### config.mk
export PLATFORM = sky130hd
export DESIGN_NAME = packet_framer_with_ping_ack
export DESIGN_NICKNAME = d
export VERILOG_FILES = /design/src/design/pfa_pkg.sv /design/src/design/pfa_front.sv /design/src/design/pfa_queue.sv /design/src/design/pfa_back.sv /design/src/design/packet_framer_with_ping_ack.sv
export SDC_FILE = /design/constraint.sdc
export NUM_CORES = 1
export LEC_CHECK = 0
export ABC_AREA = 1
export BUFFER_PORTS_ARGS = -buffer_cell sky130_fd_sc_hd__buf_2
export CAP_MARGIN = 20
export CORE_AREA = 2 2 124 126
export DETAILED_ROUTE_END_ITERATION = 8
export DIE_AREA = 0 0 126 128
export PLACE_DENSITY = 0.85
export SLEW_MARGIN = 10
export SYNTH_ARGS = -nofsm -noshare
export SYNTH_HDL_FRONTEND = slang
export SYNTH_HIERARCHICAL = 1
export SYNTH_SLANG_ARGS = --single-unit
export TNS_END_PERCENT = 50
### constraint.sdc
create_clock -name clk -period 6 [get_ports clk]
set_input_delay 0 -clock clk [delete_from_list [all_inputs] [get_ports clk]]
set_output_delay 0 -clock clk [all_outputs]
set_load 0.005 [all_outputs]
### src/design/pfa_pkg.sv
// ----------------------------------------------------------------------------
// pfa_pkg
// Shared types and constants for the packet framer with ping acknowledge.
// ----------------------------------------------------------------------------
package pfa_pkg;

  // command codes carried on the input tuser
  localparam logic [1:0] CMD_START = 2'd0;
  localparam logic [1:0] CMD_DATA  = 2'd1;
  localparam logic [1:0] CMD_RX    = 2'd2;

  localparam logic [7:0] PING_CODE = 8'd1;
  localparam logic [7:0] ACK_CODE  = 8'd2;

  localparam int unsigned HDR_BYTES = 5;   // type + 4 length bytes
  localparam int unsigned ACK_BYTES = 5;   // 2,0,0,0,0
  localparam int unsigned Q_DEPTH   = 2;   // job queue depth

  localparam int unsigned STEP_W  = 4;     // up to 10 bytes per job
  localparam int unsigned QPTR_W  = $clog2(Q_DEPTH);
  localparam int unsigned QCNT_W  = $clog2(Q_DEPTH + 1);

  // one classified item, ready for expansion into link bytes
  typedef struct packed {
    logic        has_hdr;
    logic        has_data;
    logic        has_ack;
    logic [7:0]  ptype;
    logic [31:0] plen;
    logic [7:0]  dbyte;
  } job_t;

endpackage

### src/design/pfa_front.sv
// ----------------------------------------------------------------------------
// pfa_front
// Classifies accepted items, keeps the packet state and builds jobs.
// ----------------------------------------------------------------------------
module pfa_front (
  input  logic           clk,
  input  logic           rst,
  input  logic           accept,
  input  logic [1:0]     cmd,
  input  logic [7:0]     packet_type,
  input  logic [31:0]    packet_length,
  input  logic [7:0]     data_byte,
  input  logic [7:0]     rx_byte,
  output logic           push,
  output pfa_pkg::job_t  job
);
  import pfa_pkg::*;

  logic        sending, sending_next;
  logic        ack_pending, ack_pending_next;
  logic [31:0] bytes_remaining, bytes_remaining_next;
  logic [31:0] rem_dec;

  assign rem_dec = bytes_remaining - 32'd1;

  always_comb begin
    sending_next         = sending;
    ack_pending_next     = ack_pending;
    bytes_remaining_next = bytes_remaining;
    job          = '0;
    job.ptype    = packet_type;
    job.plen     = packet_length;
    job.dbyte    = data_byte;
    case (cmd)
      CMD_START: begin
        if (!sending) begin
          job.has_hdr = 1'b1;
          bytes_remaining_next = packet_length;
          if (packet_length != 32'd0) begin
            sending_next = 1'b1;
          end else if (ack_pending) begin
            job.has_ack      = 1'b1;
            ack_pending_next = 1'b0;
          end
        end
      end
      CMD_DATA: begin
        if (sending) begin
          job.has_data         = 1'b1;
          bytes_remaining_next = rem_dec;
          if (rem_dec == 32'd0) begin
            sending_next = 1'b0;
            if (ack_pending) begin
              job.has_ack      = 1'b1;
              ack_pending_next = 1'b0;
            end
          end
        end
      end
      CMD_RX: begin
        if (rx_byte == PING_CODE) begin
          if (sending) begin
            ack_pending_next = 1'b1;
          end else begin
            job.has_ack      = 1'b1;
            ack_pending_next = 1'b0;
          end
        end
      end
      default: begin
      end
    endcase
  end

  assign push = accept && (job.has_hdr || job.has_data || job.has_ack);

  always_ff @(posedge clk) begin
    if (rst) begin
      sending         <= 1'b0;
      ack_pending     <= 1'b0;
      bytes_remaining <= '0;
    end else if (accept) begin
      sending         <= sending_next;
      ack_pending     <= ack_pending_next;
      bytes_remaining <= bytes_remaining_next;
    end
  end

endmodule

### src/design/pfa_queue.sv
// ----------------------------------------------------------------------------
// pfa_queue
// Short job queue between the front and back halves.
// ----------------------------------------------------------------------------
module pfa_queue (
  input  logic           clk,
  input  logic           rst,
  input  logic           push,
  input  pfa_pkg::job_t  push_job,
  input  logic           pop,
  output logic           full,
  output logic           head_valid,
  output pfa_pkg::job_t  head_job
);
  import pfa_pkg::*;

  job_t              slots [Q_DEPTH];
  logic [QPTR_W-1:0] wr_ptr, rd_ptr;
  logic [QCNT_W-1:0] count;
  logic              do_push, do_pop;

  assign full       = (count == QCNT_W'(Q_DEPTH));
  assign head_valid = (count != '0);
  assign head_job   = slots[rd_ptr];
  assign do_push    = push && !full;
  assign do_pop     = pop && head_valid;

  always_ff @(posedge clk) begin
    if (do_push) begin
      slots[wr_ptr] <= push_job;
    end
  end

  always_ff @(posedge clk) begin
    if (rst) begin
      wr_ptr <= '0;
      rd_ptr <= '0;
      count  <= '0;
    end else begin
      if (do_push) begin
        wr_ptr <= (wr_ptr == QPTR_W'(Q_DEPTH - 1)) ? '0 : wr_ptr + 1'b1;
      end
      if (do_pop) begin
        rd_ptr <= (rd_ptr == QPTR_W'(Q_DEPTH - 1)) ? '0 : rd_ptr + 1'b1;
      end
      case ({do_push, do_pop})
        2'b10:   count <= count + 1'b1;
        2'b01:   count <= count - 1'b1;
        default: count <= count;
      endcase
    end
  end

endmodule

### src/design/pfa_back.sv
// ----------------------------------------------------------------------------
// pfa_back
// Expands the head job into link bytes, one per cycle while m_tready allows, into an output register.
// ----------------------------------------------------------------------------
module pfa_back (
  input  logic           clk,
  input  logic           rst,
  input  logic           head_valid,
  input  pfa_pkg::job_t  head_job,
  output logic           pop,
  output logic           m_tvalid,
  input  logic           m_tready,
  output logic [7:0]     m_tdata,
  output logic           m_tuser,
  output logic           m_tlast
);
  import pfa_pkg::*;

  logic [STEP_W-1:0] step;
  logic [STEP_W-1:0] seg_len, total, ack_idx;
  logic              load, is_last, in_seg;
  logic [7:0]        byte_sel;

  assign seg_len = head_job.has_hdr  ? STEP_W'(HDR_BYTES) :
                   head_job.has_data ? STEP_W'(1) : '0;
  assign total   = seg_len + (head_job.has_ack ? STEP_W'(ACK_BYTES) : '0);
  assign in_seg  = (step < seg_len);
  assign ack_idx = step - seg_len;
  assign is_last = (step == total - 1'b1);
  assign load    = head_valid && (!m_tvalid || m_tready);
  assign pop     = load && is_last;

  always_comb begin
    byte_sel = 8'h00;
    if (in_seg) begin
      if (head_job.has_hdr) begin
        case (step[2:0])
          3'd0:    byte_sel = head_job.ptype;
          3'd1:    byte_sel = head_job.plen[31:24];
          3'd2:    byte_sel = head_job.plen[23:16];
          3'd3:    byte_sel = head_job.plen[15:8];
          default: byte_sel = head_job.plen[7:0];
        endcase
      end else begin
        byte_sel = head_job.dbyte;
      end
    end else if (ack_idx == '0) begin
      byte_sel = ACK_CODE;
    end
  end

  always_ff @(posedge clk) begin
    if (load) begin
      m_tdata <= byte_sel;
      m_tuser <= !in_seg;
      m_tlast <= is_last;
    end
  end

  always_ff @(posedge clk) begin
    if (rst) begin
      m_tvalid <= 1'b0;
      step     <= '0;
    end else begin
      if (load) begin
        m_tvalid <= 1'b1;
        step     <= is_last ? '0 : step + 1'b1;
      end else if (m_tready) begin
        m_tvalid <= 1'b0;
      end
    end
  end

endmodule

### src/design/packet_framer_with_ping_ack.sv
// ----------------------------------------------------------------------------
// packet_framer_with_ping_ack
// Transmit framer: type-length header, payload bytes, deferred ping acknowledge.
// ----------------------------------------------------------------------------
//  channel | dir | handshake          | payload
//  --------+-----+--------------------+--------------------------------------
//  s_      | in  | s_tvalid/s_tready  | tuser cmd, tdata type/length/data/rx
//  m_      | out | m_tvalid/m_tready  | tdata tx_byte, tuser is_ack, tlast last
//
//  Input items are taken one per cycle while the job queue has room; the
//  front updates packet state in the accept cycle. The back half sends one
//  byte per cycle while m_tready allows: a payload item is 1 byte, a header
//  5, an ack frame 5 (up to 10 for one item). s_tready drops while the
//  two-entry job queue is full, which happens when items keep arriving
//  during a header or ack burst, or under output backpressure.
//  Synchronous reset clears the packet state, the queue and the output valid.
// ----------------------------------------------------------------------------
module packet_framer_with_ping_ack (
  input  logic        clk,
  input  logic        rst,
  input  logic        s_tvalid,
  output logic        s_tready,
  input  logic [55:0] s_tdata,   // packet_type[7:0], packet_length[39:8],
                                 // data_byte[47:40], rx_byte[55:48]
  input  logic [1:0]  s_tuser,   // cmd[1:0]
  output logic        m_tvalid,
  input  logic        m_tready,
  output logic [7:0]  m_tdata,   // tx_byte[7:0]
  output logic        m_tuser,   // is_ack[0]
  output logic        m_tlast
);
  import pfa_pkg::*;

  logic accept;
  logic push, pop, q_full, head_valid;
  job_t job, head_job;

  // items with no result are taken too, but only while a slot is free
  assign s_tready = !q_full;
  assign accept   = s_tvalid && s_tready;

  // front: classify the item and advance the packet state
  pfa_front u_front (
    .clk           (clk),
    .rst           (rst),
    .accept        (accept),
    .cmd           (s_tuser),
    .packet_type   (s_tdata[7:0]),
    .packet_length (s_tdata[39:8]),
    .data_byte     (s_tdata[47:40]),
    .rx_byte       (s_tdata[55:48]),
    .push          (push),
    .job           (job)
  );

  // short queue so front and back stall independently
  pfa_queue u_queue (
    .clk        (clk),
    .rst        (rst),
    .push       (push),
    .push_job   (job),
    .pop        (pop),
    .full       (q_full),
    .head_valid (head_valid),
    .head_job   (head_job)
  );

  // back: serialise each job onto the link
  pfa_back u_back (
    .clk        (clk),
    .rst        (rst),
    .head_valid (head_valid),
    .head_job   (head_job),
    .pop        (pop),
    .m_tvalid   (m_tvalid),
    .m_tready   (m_tready),
    .m_tdata    (m_tdata),
    .m_tuser    (m_tuser),
    .m_tlast    (m_tlast)
  );

endmodule
==> metrics.csv, run 1 <==
metric,value,unit
CP Class,register to register,
maximum clock frequency,0.253,GHz
drt total wl,21000,um
CP endpoint kind,register,
die width,126,um
# Max-Cap Violations,0,
synthesized flop and latch total,156,
worst stage delay on the critical path,580,ps
Yosys Warn Count,6,
nets,1113,
Fin Setup TNS,0,ps
Clock Path Buffers,2,
DRT Pass-1 Iters,6,
gr busiest metal,met2,
share of cells above drive strength 1,19.6,%
Worst Setup EP,u_queue/slots[0][46]$_DFFE_PP_,
routed vias/inst,5.66,
"area leader, netlist",edfxtp_1,
placed cell count,1155,
CTS H-tree lvls,4,
total number of vias,7015,
post-CTS sizing,0,
ANT nets after route,0,
FF-to-FF path depth,21,
Die ar.,16100,um2
share of the synthesized area in the top cell type,38.0,%
HPWL after detailed placement,14700,um
Tightest Pin Transition,971,ps
Initial Util,59.5,%
"Cell Area, Synth",8840,um2
Post-synth ARST share,0,%
pin count of the biggest net entering global routing,56,
FF/Latch Area,4250,um2
number of DRC markers in iteration 0,714,
Crit Path Max Fanout,27,
crit path from,u_front/bytes_remaining[1]$_SDFFE_PP0P_,
Crit. path cell count,21,
Leak Pwr,0.00417,uW
"Arr. time, crit path",4030,ps
Core Box Area,14900,um2
DRC Markers,0,
max_slew headroom,35.3,%
Layout area overhead,12.8,%
RR Endpoint,u_queue/slots[0][46]$_DFFE_PP_,
Pins Over Slew Limit,0,
"Distinct cells, synth",43,
syn avg cell area,9.18,um2
"critical path, cell by cell",inv_1 -> ha_1 -> nand2_1 -> nor2_2 -> nand2_1 -> nor2_1 -> nand2_1 -> nand2_1 -> nand2_1 -> nor2_1 -> nand2_1 -> nor2_1 -> nand4_1 -> nand3_1 -> nand2_1 -> inv_1 -> inv_1 -> nor2_1 -> inv_1 -> nor2_4 -> buf_4,
RSZ-0062 raised after global routing,false,
clock period minus worst slack,3950,ps
grt met3 use,5.18,%
Fill cells,1089,
Place WS,2160,ps
PD cells,279,nW/um2
first-pass GRT wire length,33000,um
"most used cell, CP",nand2_1,
GR Util met2,45.6,%
GR Util met1,31.6,%
initial antenna violation count,1,
Final Hold Viols,0,
clk sinks,156,
power consumption,2790,uW
area of the multi-input gates,3680,um2
"CP delay by family, top",simple AND/OR/NAND/NOR gates,
r2r startpoint,u_front/bytes_remaining[1]$_SDFFE_PP0P_,
GRT Total Usage,26.3,%
Buffers & Inverters on Critical Path,5,
# rows,45,
Min-Delay Path Class,input pin to register,
clk root buf,clkbuf_16,
Post-Syn Nets,1040,
TritonCTS clock tree,done,
top post-synthesis cells by area,"edfxtp_1 38%, nand2_1 11%, dfxtp_1 10%",
GP Congestion,1.04,
Ports,74,
"Reg clk slew, reported paths",60,ps
worst skew pair latency,430,ps
Die H,128,um
final worst slack,2050,ps
sequential fraction of the synthesis area,48.0,%
GR Overflow Total,0,
Port Buf Inserts,73,
Min Hold Slack,29.6,ps
final setup fails,0,
Crit-path slowest cell,nor2_4,
Peak VDD IR,0.195,mV
critical path launch point type,register,
Tcrit/Tclk final,65.8,%
wire per inst,16.9,um
skew final,13.4,ps
vias in the first global route,6665,
Post-synth EDFFs,112,
run status,finished clean,
Finished Layout Cells,1239,
reg2reg setup slack,2050,ps
Syn Inst Count,964,
"Req. time, crit path",6090,ps
CTS Buf Count,17,
Main synth FF type,edfxtp_1,
## per-layer routing
| layer | share of wire [%] | up-vias |
|---|---|---|
| met5 | 0 | - |
| met4 | 4.3 | 0 |
| met3 | 6.4 | 74 |
| met2 | 49 | 340 |
| met1 | 40 | 3243 |
| li1 | - | 3358 |
## registers in the layout, summed over array words and instances (netlist names), named ones only
signal / count
u_queue/slots: 102
u_back/step: 4
u_back/m_tuser: 1
u_front/ack_pending: 1
u_back/m_tlast: 1
u_queue/count: 2
u_front/sending: 1
u_back/m_tdata: 8
u_front/bytes_remaining: 32
u_back/m_tvalid: 1
u_queue/rd_ptr: 1
u_queue/wr_ptr: 1
## layout make-up
| type | count | share of cell area [%] |
|---|---|---|
| tap | 188 | 2.36 |
| clock inverter | 15 | 1.39 |
| antenna | 1 | 0.0251 |
| clock buffer | 17 | 4.26 |
| inverter | 92 | 3.51 |
| timing repair buffer | 126 | 9.03 |
| sequential | 156 | 42.6 |
| multi-input combinational | 644 | 36.9 |
## worst min-delay path by stage
stage / cells past startpoint / slack [ps] / start / end
2_1_floorplan: 1 / 70 / rst / u_back/m_tvalid$_SDFFE_PP0P_
3_3_place_gp: 1 / 190 / s_tdata[5] / u_queue/slots[1][45]$_DFFE_PP_
3_5_place_dp: 1 / 190 / s_tdata[41] / u_queue/slots[0][1]$_DFFE_PP_
4_1_cts: 7 / 4 / s_tvalid / u_front/sending$_SDFFE_PP0P_
5_1_grt: 7 / 50 / s_tvalid / u_front/sending$_SDFFE_PP0P_
6_report: 7 / 30 / s_tvalid / u_front/sending$_SDFFE_PP0P_
## power breakdown
group / switching [uW] / internal [uW] / total (uW)
combinational: 353 / 190 / 543
clock: 437 / 574 / 1010
sequential: 33.2 / 1200 / 1230
## metrics by stage
step / util, % / cell area [um2]
final: 67.1 / 9980
after global routing: 67.1 / 9980
after CTS: 67.0 / 9960
after detailed placement: 59.8 / 8890
after global placement: 59.8 / 8890
after floorplan: - / 8840
## cells in the mapped netlist, types with 2 or more instances
master    instances
o21ai_0           9
nand4_1          12
inv_2            11
nor2_2           14
nor3_1            5
buf_6             3
nor4_1           10
nand2_2           5
inv_1            79
ha_1             14
buf_12            5
xor2_1            5
and2_1            2
nand3_1          54
a31oi_1           2
o21ai_1           7
buf_4            51
dfxtp_1          44
mux2_4           50
a211oi_1          2
nor2_4            9
nor2_1          109
o211ai_1          3
o21ai_2           2
xnor2_1           3
edfxtp_1        112
nand2_1         254
a21oi_1          39
buf_2             2
clkbuf_1          9
a221oi_1         26
## cell families after synthesis
logic type / share of synthesized area [%]
and+or+nand+nor: 23.4
buffers and inverters: 10.5
DFF: 48.0
AOI/OAI and AO/OA: 6.72
muxes: 8.62
adders and majority gates: 1.98
xor gates and xnor gates: 0.792
## timing repair
action	4_1_cts	5_1_grt
hold buffers	50	0
setup buffers	0	0
hold endpoints to repair	119	0
## cells in the final DEF (no fill, tap or decap), drive strengths merged
| master | count |
|---|---|
| nand2 | 259 |
| nor2 | 132 |
| edfxtp | 112 |
| inv | 95 |
| buf | 76 |
| nand3 | 54 |
| mux2 | 51 |
| dlygate4sd3 | 50 |
| dfxtp | 44 |
| a21oi | 40 |
| a221oi | 26 |
| o21ai | 18 |
| clkbuf | 17 |
| ha | 14 |
| nand4 | 12 |
| nor4 | 10 |
| clkinvlp | 7 |
| xor2 | 5 |
| nor3 | 5 |
| clkinv | 4 |
| xnor2 | 3 |
| o211ai | 3 |
| and2 | 3 |
| a31oi | 2 |
| a211oi | 2 |
| diode | 1 |
| bufinv | 1 |
| nor3b | 1 |
| nor4b | 1 |
| nand3b | 1 |
| or2 | 1 |
| o21a | 1 |
## worst register-to-register path: cells and delay by family (launching register included)
family | cells | cell delay, ps
fa+ha+maj | 1 | 240
buf+inv | 5 | 800
flops | 1 | 340
simple gates | 15 | 2240
No activity file was read; power rests on OpenSTA's default activity.
==> inputs of run 2 (changes only) <==
Settings changed: ABC_AREA 1 to 0, CORE_AREA 2 2 124 126 to 2 2 126 128, DIE_AREA 0 0 126 128 to 0 0 128 130, PLACE_DENSITY 0.85 to 0.81.
Clock period 6 ns to 3.3 ns, I/O delays scaled along.
==> metrics.csv, run 2 <==
metric,value,unit,change
"commonest non-fill, non-tap cell in the layout",edfxtp_1,,
area of the multi-input gates,3270,um2,-11%
final setup fails,0,,unchanged
CP endpoint kind,register,,
HPWL after detailed placement,12300,um,-16%
Clock Path Buffers,2,,unchanged
largest registers,"u_queue/slots (102), u_front/bytes_remaining (32), u_back/m_tdata (8)",,
PD cells,538,nW/um2,+93%
clk root buf,clkbuf_16,,
Port Buf Inserts,73,,unchanged
critical path launch point type,register,,
clk sinks,156,,unchanged
Yosys Warn Count,6,,unchanged
GP Congestion,0.956,,-8.5%
initial antenna violation count,0,,-1
syn avg cell area,11.1,um2,+21%
Tcrit/Tclk final,90.4,%,+25 points
RR Endpoint,u_queue/slots[1][48]$_DFFE_PP_,,
# rows,46,,+2.2%
Worst Setup EP,u_queue/slots[1][48]$_DFFE_PP_,,
die width,128,um,+1.6%
skew final,10.4,ps,-2.96 ps
Syn Inst Count,737,,-24%
number of flip-flops in the largest register,102,,unchanged
Post-synth EDFFs,112,,unchanged
pin count of the biggest net entering global routing,59,,+5.4%
top post-synthesis cells by area,"edfxtp_1 41%, dfxtp_1 11%, mux2_2 7.0%",,
switching power,1270,uW,+54%
GR Overflow Total,0,,unchanged
ANT cells,0,,-1
post-CTS sizing,0,,unchanged
Main synth FF type,edfxtp_1,,
clock period minus worst slack,2980,ps,-963 ps
Fin Setup TNS,0,ps,unchanged
FF-to-FF path depth,9,,-57%
synthesized flop and latch total,156,,unchanged
total number of vias,6032,,-14%
Die ar.,16600,um2,+3.2%
nets,877,,-21%
Final Hold Viols,0,,unchanged
Layout area overhead,15.7,%,
Pins Over Slew Limit,0,,unchanged
worst skew pair latency,430,ps,about the same
routed vias/inst,6.00,,+5.9%
TritonCTS clock tree,done,,
maximum clock frequency,0.335,GHz,+32%
drt total wl,19000,um,-9.5%
"Reg clk slew, reported paths",60,ps,about the same
Reg power frac,43.8,%,-0.4 points
"Req. time, crit path",3480,ps,-2610 ps
Top reg by flops,u_queue/slots,,
share of the synthesized area in the top cell type,41.3,%,+3.2 points
share of cells above drive strength 1,24.2,%,+4.6 points
Die H,130,um,+1.6%
"Distinct cells, synth",74,,+72%
Peak VDD IR,0.372,mV,+91%
Ports,74,,unchanged
CTS H-tree lvls,4,,unchanged
Pint,3810,uW,+94%
"Arr. time, crit path",3160,ps,-870 ps
Post-synth ARST share,0,%,unchanged
Post-Syn Nets,813,,-22%
DRT Pass-1 Iters,7,,+1
sequential fraction of the synthesis area,52.1,%,+4.1 points
first-pass GRT wire length,30300,um,-8.2%
Commonest cells post-synth,"112 x edfxtp_1, 60 x o21ai_0, 55 x nor2_1, 51 x mux2_2, 51 x nand2_1",,
Util after Layout,61.1,%,-6.0 points
ANT nets after route,0,,unchanged
vias in the first global route,5696,,-15%
Tightest Pin Transition,1040,ps,+69.5 ps
reg2reg setup slack,320,ps,-1740 ps
Fill cells,1203,,+10%
sw frac,24.9,%,-4.6 points
Initial Util,52.8,%,-6.7 points
CTS Buf Count,17,,unchanged
crit path from,u_front/bytes_remaining[0]$_SDFFE_PP0P_,,
Core Box Area,15400,um2,+3.8%
Crit Path Max Fanout,10,,-63%
DRC Markers,0,,unchanged
max_slew headroom,30.6,%,-4.6 points
number of DRC markers in iteration 0,747,,+4.6%
# Max-Cap Violations,0,,unchanged
"Cell Area, Synth",8150,um2,-7.8%
Comb power frac,14.7,%,-4.8 points
post-CTS setup buffers,0,,unchanged
Min-Delay Path Class,input pin to register,,
"area leader, netlist",edfxtp_1,,
FF/Latch Area,4250,um2,about the same
GRT Total Usage,23.8,%,-2.5 points
CTS Hold Bufs,49,,-2.0%
Leak Pwr,0.00335,uW,-20%
top-count cell post-synth,edfxtp_1,,
RSZ-0062 raised after global routing,false,,
run status,finished clean,,
"commonest non-fill, non-tap cells in the layout","112 x edfxtp_1, 73 x buf_2, 60 x o21ai_0, 55 x nor2_1",,
r2r startpoint,u_front/bytes_remaining[0]$_SDFFE_PP0P_,,
CP Class,register to register,,
wire per inst,18.9,um,+11%
clock share of power,41.4,%,+5.1 points
## run 2: worst min-delay path by stage
stage	from	endpoint	slack [ps]	cells after the start
finish	s_tuser[1]	u_queue/slots[1][50]$_DFFE_PP_	20	2
global route	s_tuser[1]	u_queue/slots[1][50]$_DFFE_PP_	30	2
detailed placement	s_tdata[3]	u_queue/slots[0][43]$_DFFE_PP_	190	1
CTS	s_tuser[0]	u_queue/slots[1][50]$_DFFE_PP_	10	2
global placement	s_tdata[0]	u_queue/slots[0][40]$_DFFE_PP_	190	1
floorplan	rst	u_back/m_tvalid$_SDFFE_PP0P_	70	1
## run 2: kinds of logic (layout without fill, tap and decap cells)
| kind of cell | after synthesis | after routing | synth area share (%) |
|---|---|---|---|
| and+or+nand+nor | 216 | 216 | 14.7 |
| muxes | 51 | 51 | 7.05 |
| adders and majority gates | 14 | 14 | 2.15 |
| buffers and inverters | 109 | 186 | 7.95 |
| DFF | 156 | 156 | 52.1 |
| xor gates and xnor gates | 16 | 16 | 1.89 |
| AOI/OAI and AO/OA | 175 | 175 | 14.2 |
## run 2: worst max-delay path: stages, from the launching register on
cell and delay [ps]:
dfxtp_1 370, inv_1 80, ha_1 320, nor4b_2 470, nand4_1 410, o31a_1 410
o2111ai_1 220, nor4_2 90, a21o_1 170, a21o_1 190
## run 2: final cells by class
cell class	instances	area share, %
well taps	192	2.55
multi-input cells	472	34.6
flip-flops and latches	156	45.0
repair buffers	132	10.3
clock buffers	19	4.59
inverters	22	0.876
clock inverters	13	2.08
## run 2: metal layers
layer / vias up / wire length, um / share of wire (%) / track usage [%]
li1: 2860 / - / - / -
met1: 2847 / 7820 / 41 / 31.2
met2: 287 / 9230 / 49 / 38.9
met3: 38 / 1420 / 7.5 / 5.04
met4: 0 / 541 / 2.8 / 9.50
met5: - / 0 / 0 / 0
## run 2: power groups by stage
| stage | Combinational [uW] | Clock, uW | Sequential, uW |
|---|---|---|---|
| 6_report | 748 | 2100 | 2220 |
| 3_3_place_gp | 671 | 0 | 2260 |
| 2_1_floorplan | 527 | 0 | 2250 |
| 4_1_cts | 733 | 2110 | 2220 |
| 5_1_grt | 818 | 2200 | 2230 |
| 3_5_place_dp | 681 | 0 | 2260 |
## run 2: per-stage QoR
| stage | hold WS (ps) | std cells | setup slack (ps) | total power, uW | cell area (um2) |
|---|---|---|---|---|---|
| after global routing | 26.2 | 1006 | 104 | 5250 | 9430 |
| after detailed placement | 194 | 925 | 355 | 2940 | 8310 |
| after global placement | 188 | 925 | 494 | 2930 | 8310 |
| after CTS | 10.4 | 1006 | 335 | 5070 | 9430 |
| after floorplan | 69.1 | 737 | 253 | 2770 | 8150 |
| final | 21.0 | 1006 | 318 | 5070 | 9430 |
==> inputs of run 3 (changes only) <==
Settings changed: RECOVER_POWER set to 25.
==> metrics.csv, run 3 (synthesized netlist as in run 2, its figures left out) <==
metric,value,unit,change
run status,finished clean,,
ANT cells,0,,unchanged
Layout area overhead,15.2,%,
DRT Pass-1 Iters,5,,-2
drt total wl,19000,um,+0.11%
worst skew pair latency,430,ps,about the same
"commonest non-fill, non-tap cells in the layout","112 x edfxtp_1, 60 x o21ai_0, 55 x nor2_1, 51 x nand2_1, 51 x mux2_2",,
Comb power frac,14.7,%,about the same
"commonest non-fill, non-tap cell in the layout",edfxtp_1,,
PD cells,540,nW/um2,+0.37%
Peak VDD IR,0.371,mV,about the same
number of flip-flops in the largest register,102,,unchanged
GRT Total Usage,23.8,%,unchanged
reg2reg setup slack,300,ps,-20 ps
GR Overflow Total,0,,unchanged
sw frac,25.0,%,+0.068 points
pin count of the biggest net entering global routing,59,,unchanged
Reg power frac,43.8,%,about the same
share of cells above drive strength 1,20.3,%,-3.9 points
"Req. time, crit path",3480,ps,about the same
Finished Cell Area,9390,um2,-0.42%
Top reg by flops,u_queue/slots,,
Post-DP Area,8310,um2,unchanged
initial antenna violation count,0,,unchanged
Min-Delay Path Class,input pin to register,,
Tcrit/Tclk final,91.0,%,+0.64 points
ANT nets after route,0,,unchanged
"Reg clk slew, reported paths",60,ps,about the same
Final Hold Viols,0,,unchanged
skew final,9.33,ps,-1.10 ps
Ports,74,,unchanged
clock share of power,41.5,%,about the same
CP endpoint kind,register,,
maximum clock frequency,0.333,GHz,-0.70%
TritonCTS clock tree,done,,
post-CTS setup buffers,0,,unchanged
crit path from,u_front/bytes_remaining[0]$_SDFFE_PP0P_,,
Fin Setup TNS,0,ps,unchanged
Pint,3800,uW,-0.14%
largest registers,"u_queue/slots (102), u_front/bytes_remaining (32), u_back/m_tdata (8)",,
Die ar.,16600,um2,unchanged
Crit Path Max Fanout,10,,unchanged
Leak Pwr,0.00326,uW,-2.6%
Die H,130,um,unchanged
hold-critical path depth,2,,unchanged
switching power,1270,uW,+0.22%
clk sinks,156,,unchanged
Util after Layout,60.9,%,-0.26 points
nets,877,,unchanged
vias in the first global route,5696,,unchanged
post-CTS sizing,0,,unchanged
RR Endpoint,u_queue/slots[1][48]$_DFFE_PP_,,
RSZ-0062 raised after global routing,false,,
Initial Util,52.8,%,unchanged
die width,128,um,unchanged
power consumption,5070,uW,about the same
Min Hold Slack,22.3,ps,+1.32 ps
clock period minus worst slack,3000,ps,+21.0 ps
CTS Buf Count,17,,unchanged
Pins Over Slew Limit,0,,unchanged
FF-to-FF path depth,9,,unchanged
CTS Hold Bufs,49,,unchanged
max_slew headroom,29.7,%,-0.93 points
DRC Markers,0,,unchanged
number of DRC markers in iteration 0,723,,-3.2%
# Max-Cap Violations,0,,unchanged
first-pass GRT wire length,30300,um,unchanged
# rows,46,,unchanged
Clock Path Buffers,2,,unchanged
Port Buf Inserts,73,,unchanged
Core Box Area,15400,um2,unchanged
CP Class,register to register,,
routed vias/inst,5.97,,-0.48%
Worst Hold Launch,s_tuser[1],,
GP Congestion,0.956,,unchanged
r2r startpoint,u_front/bytes_remaining[0]$_SDFFE_PP0P_,,
final setup fails,0,,unchanged
clk root buf,clkbuf_16,,
total number of vias,6003,,-0.48%
CTS H-tree lvls,4,,unchanged
Hold Path End,u_queue/slots[1][50]$_DFFE_PP_,,
Tightest Pin Transition,1050,ps,+14.0 ps
critical path launch point type,register,,
wire per inst,18.9,um,+0.11%
"Arr. time, crit path",3180,ps,+20 ps
HPWL after detailed placement,12300,um,unchanged
[run 3: per-layer routing]
layer / track usage (%) / routed length [um]
met1: 31.2 / 7780
met2: 38.9 / 9220
met3: 5.04 / 1480
met4: 9.50 / 540
met5: 0 / 0
[run 3: layout make-up]
class / count / area, um2
fillers: 1223 / 6030
multi-input cells: 472 / 3270
inverters: 22 / 82.6
flip-flops and latches: 156 / 4250
well taps: 192 / 240
clock buffers: 19 / 433
clock inverters: 13 / 196
repair buffers: 132 / 928
[run 3: per-stage QoR]
step,setup slack [ps],std cells
final,297,1006
after CTS,335,1006
after detailed placement,355,925
after floorplan,253,737
after global routing,104,1006
after global placement,494,925
[run 3: power by group through the flow]
stage / registers (uW) / clock network, uW / logic (uW)
6_report: 2220 / 2100 / 744
5_1_grt: 2230 / 2200 / 813
4_1_cts: 2220 / 2110 / 733
3_5_place_dp: 2260 / 0 / 681
3_3_place_gp: 2260 / 0 / 671
2_1_floorplan: 2250 / 0 / 527
[run 3: how the worst max path moves through the flow]
stage                                  endpoint  depth (start not counted)  slack [ps]
6_report         u_queue/slots[1][48]$_DFFE_PP_                          9         300
5_1_grt        u_front/ack_pending$_SDFFE_PP0P_                          9         100
4_1_cts          u_queue/slots[1][48]$_DFFE_PP_                          9         340
2_1_floorplan     u_queue/count[1]$_SDFFE_PP0P_                         14         250
3_5_place_dp      u_queue/count[1]$_SDFFE_PP0P_                         12         360
3_3_place_gp     u_queue/slots[0][48]$_DFFE_PP_                          9         490
[run 3: worst max-delay path: stages (launching register included)]
cell and delay [ps]:
dfxtp_1 380, inv_1 80, ha_1 320, nor4b_2 490, nand4_1 410, o31a_1 410
o2111ai_1 220, nor4_2 90, a21o_1 170, a21o_1 190
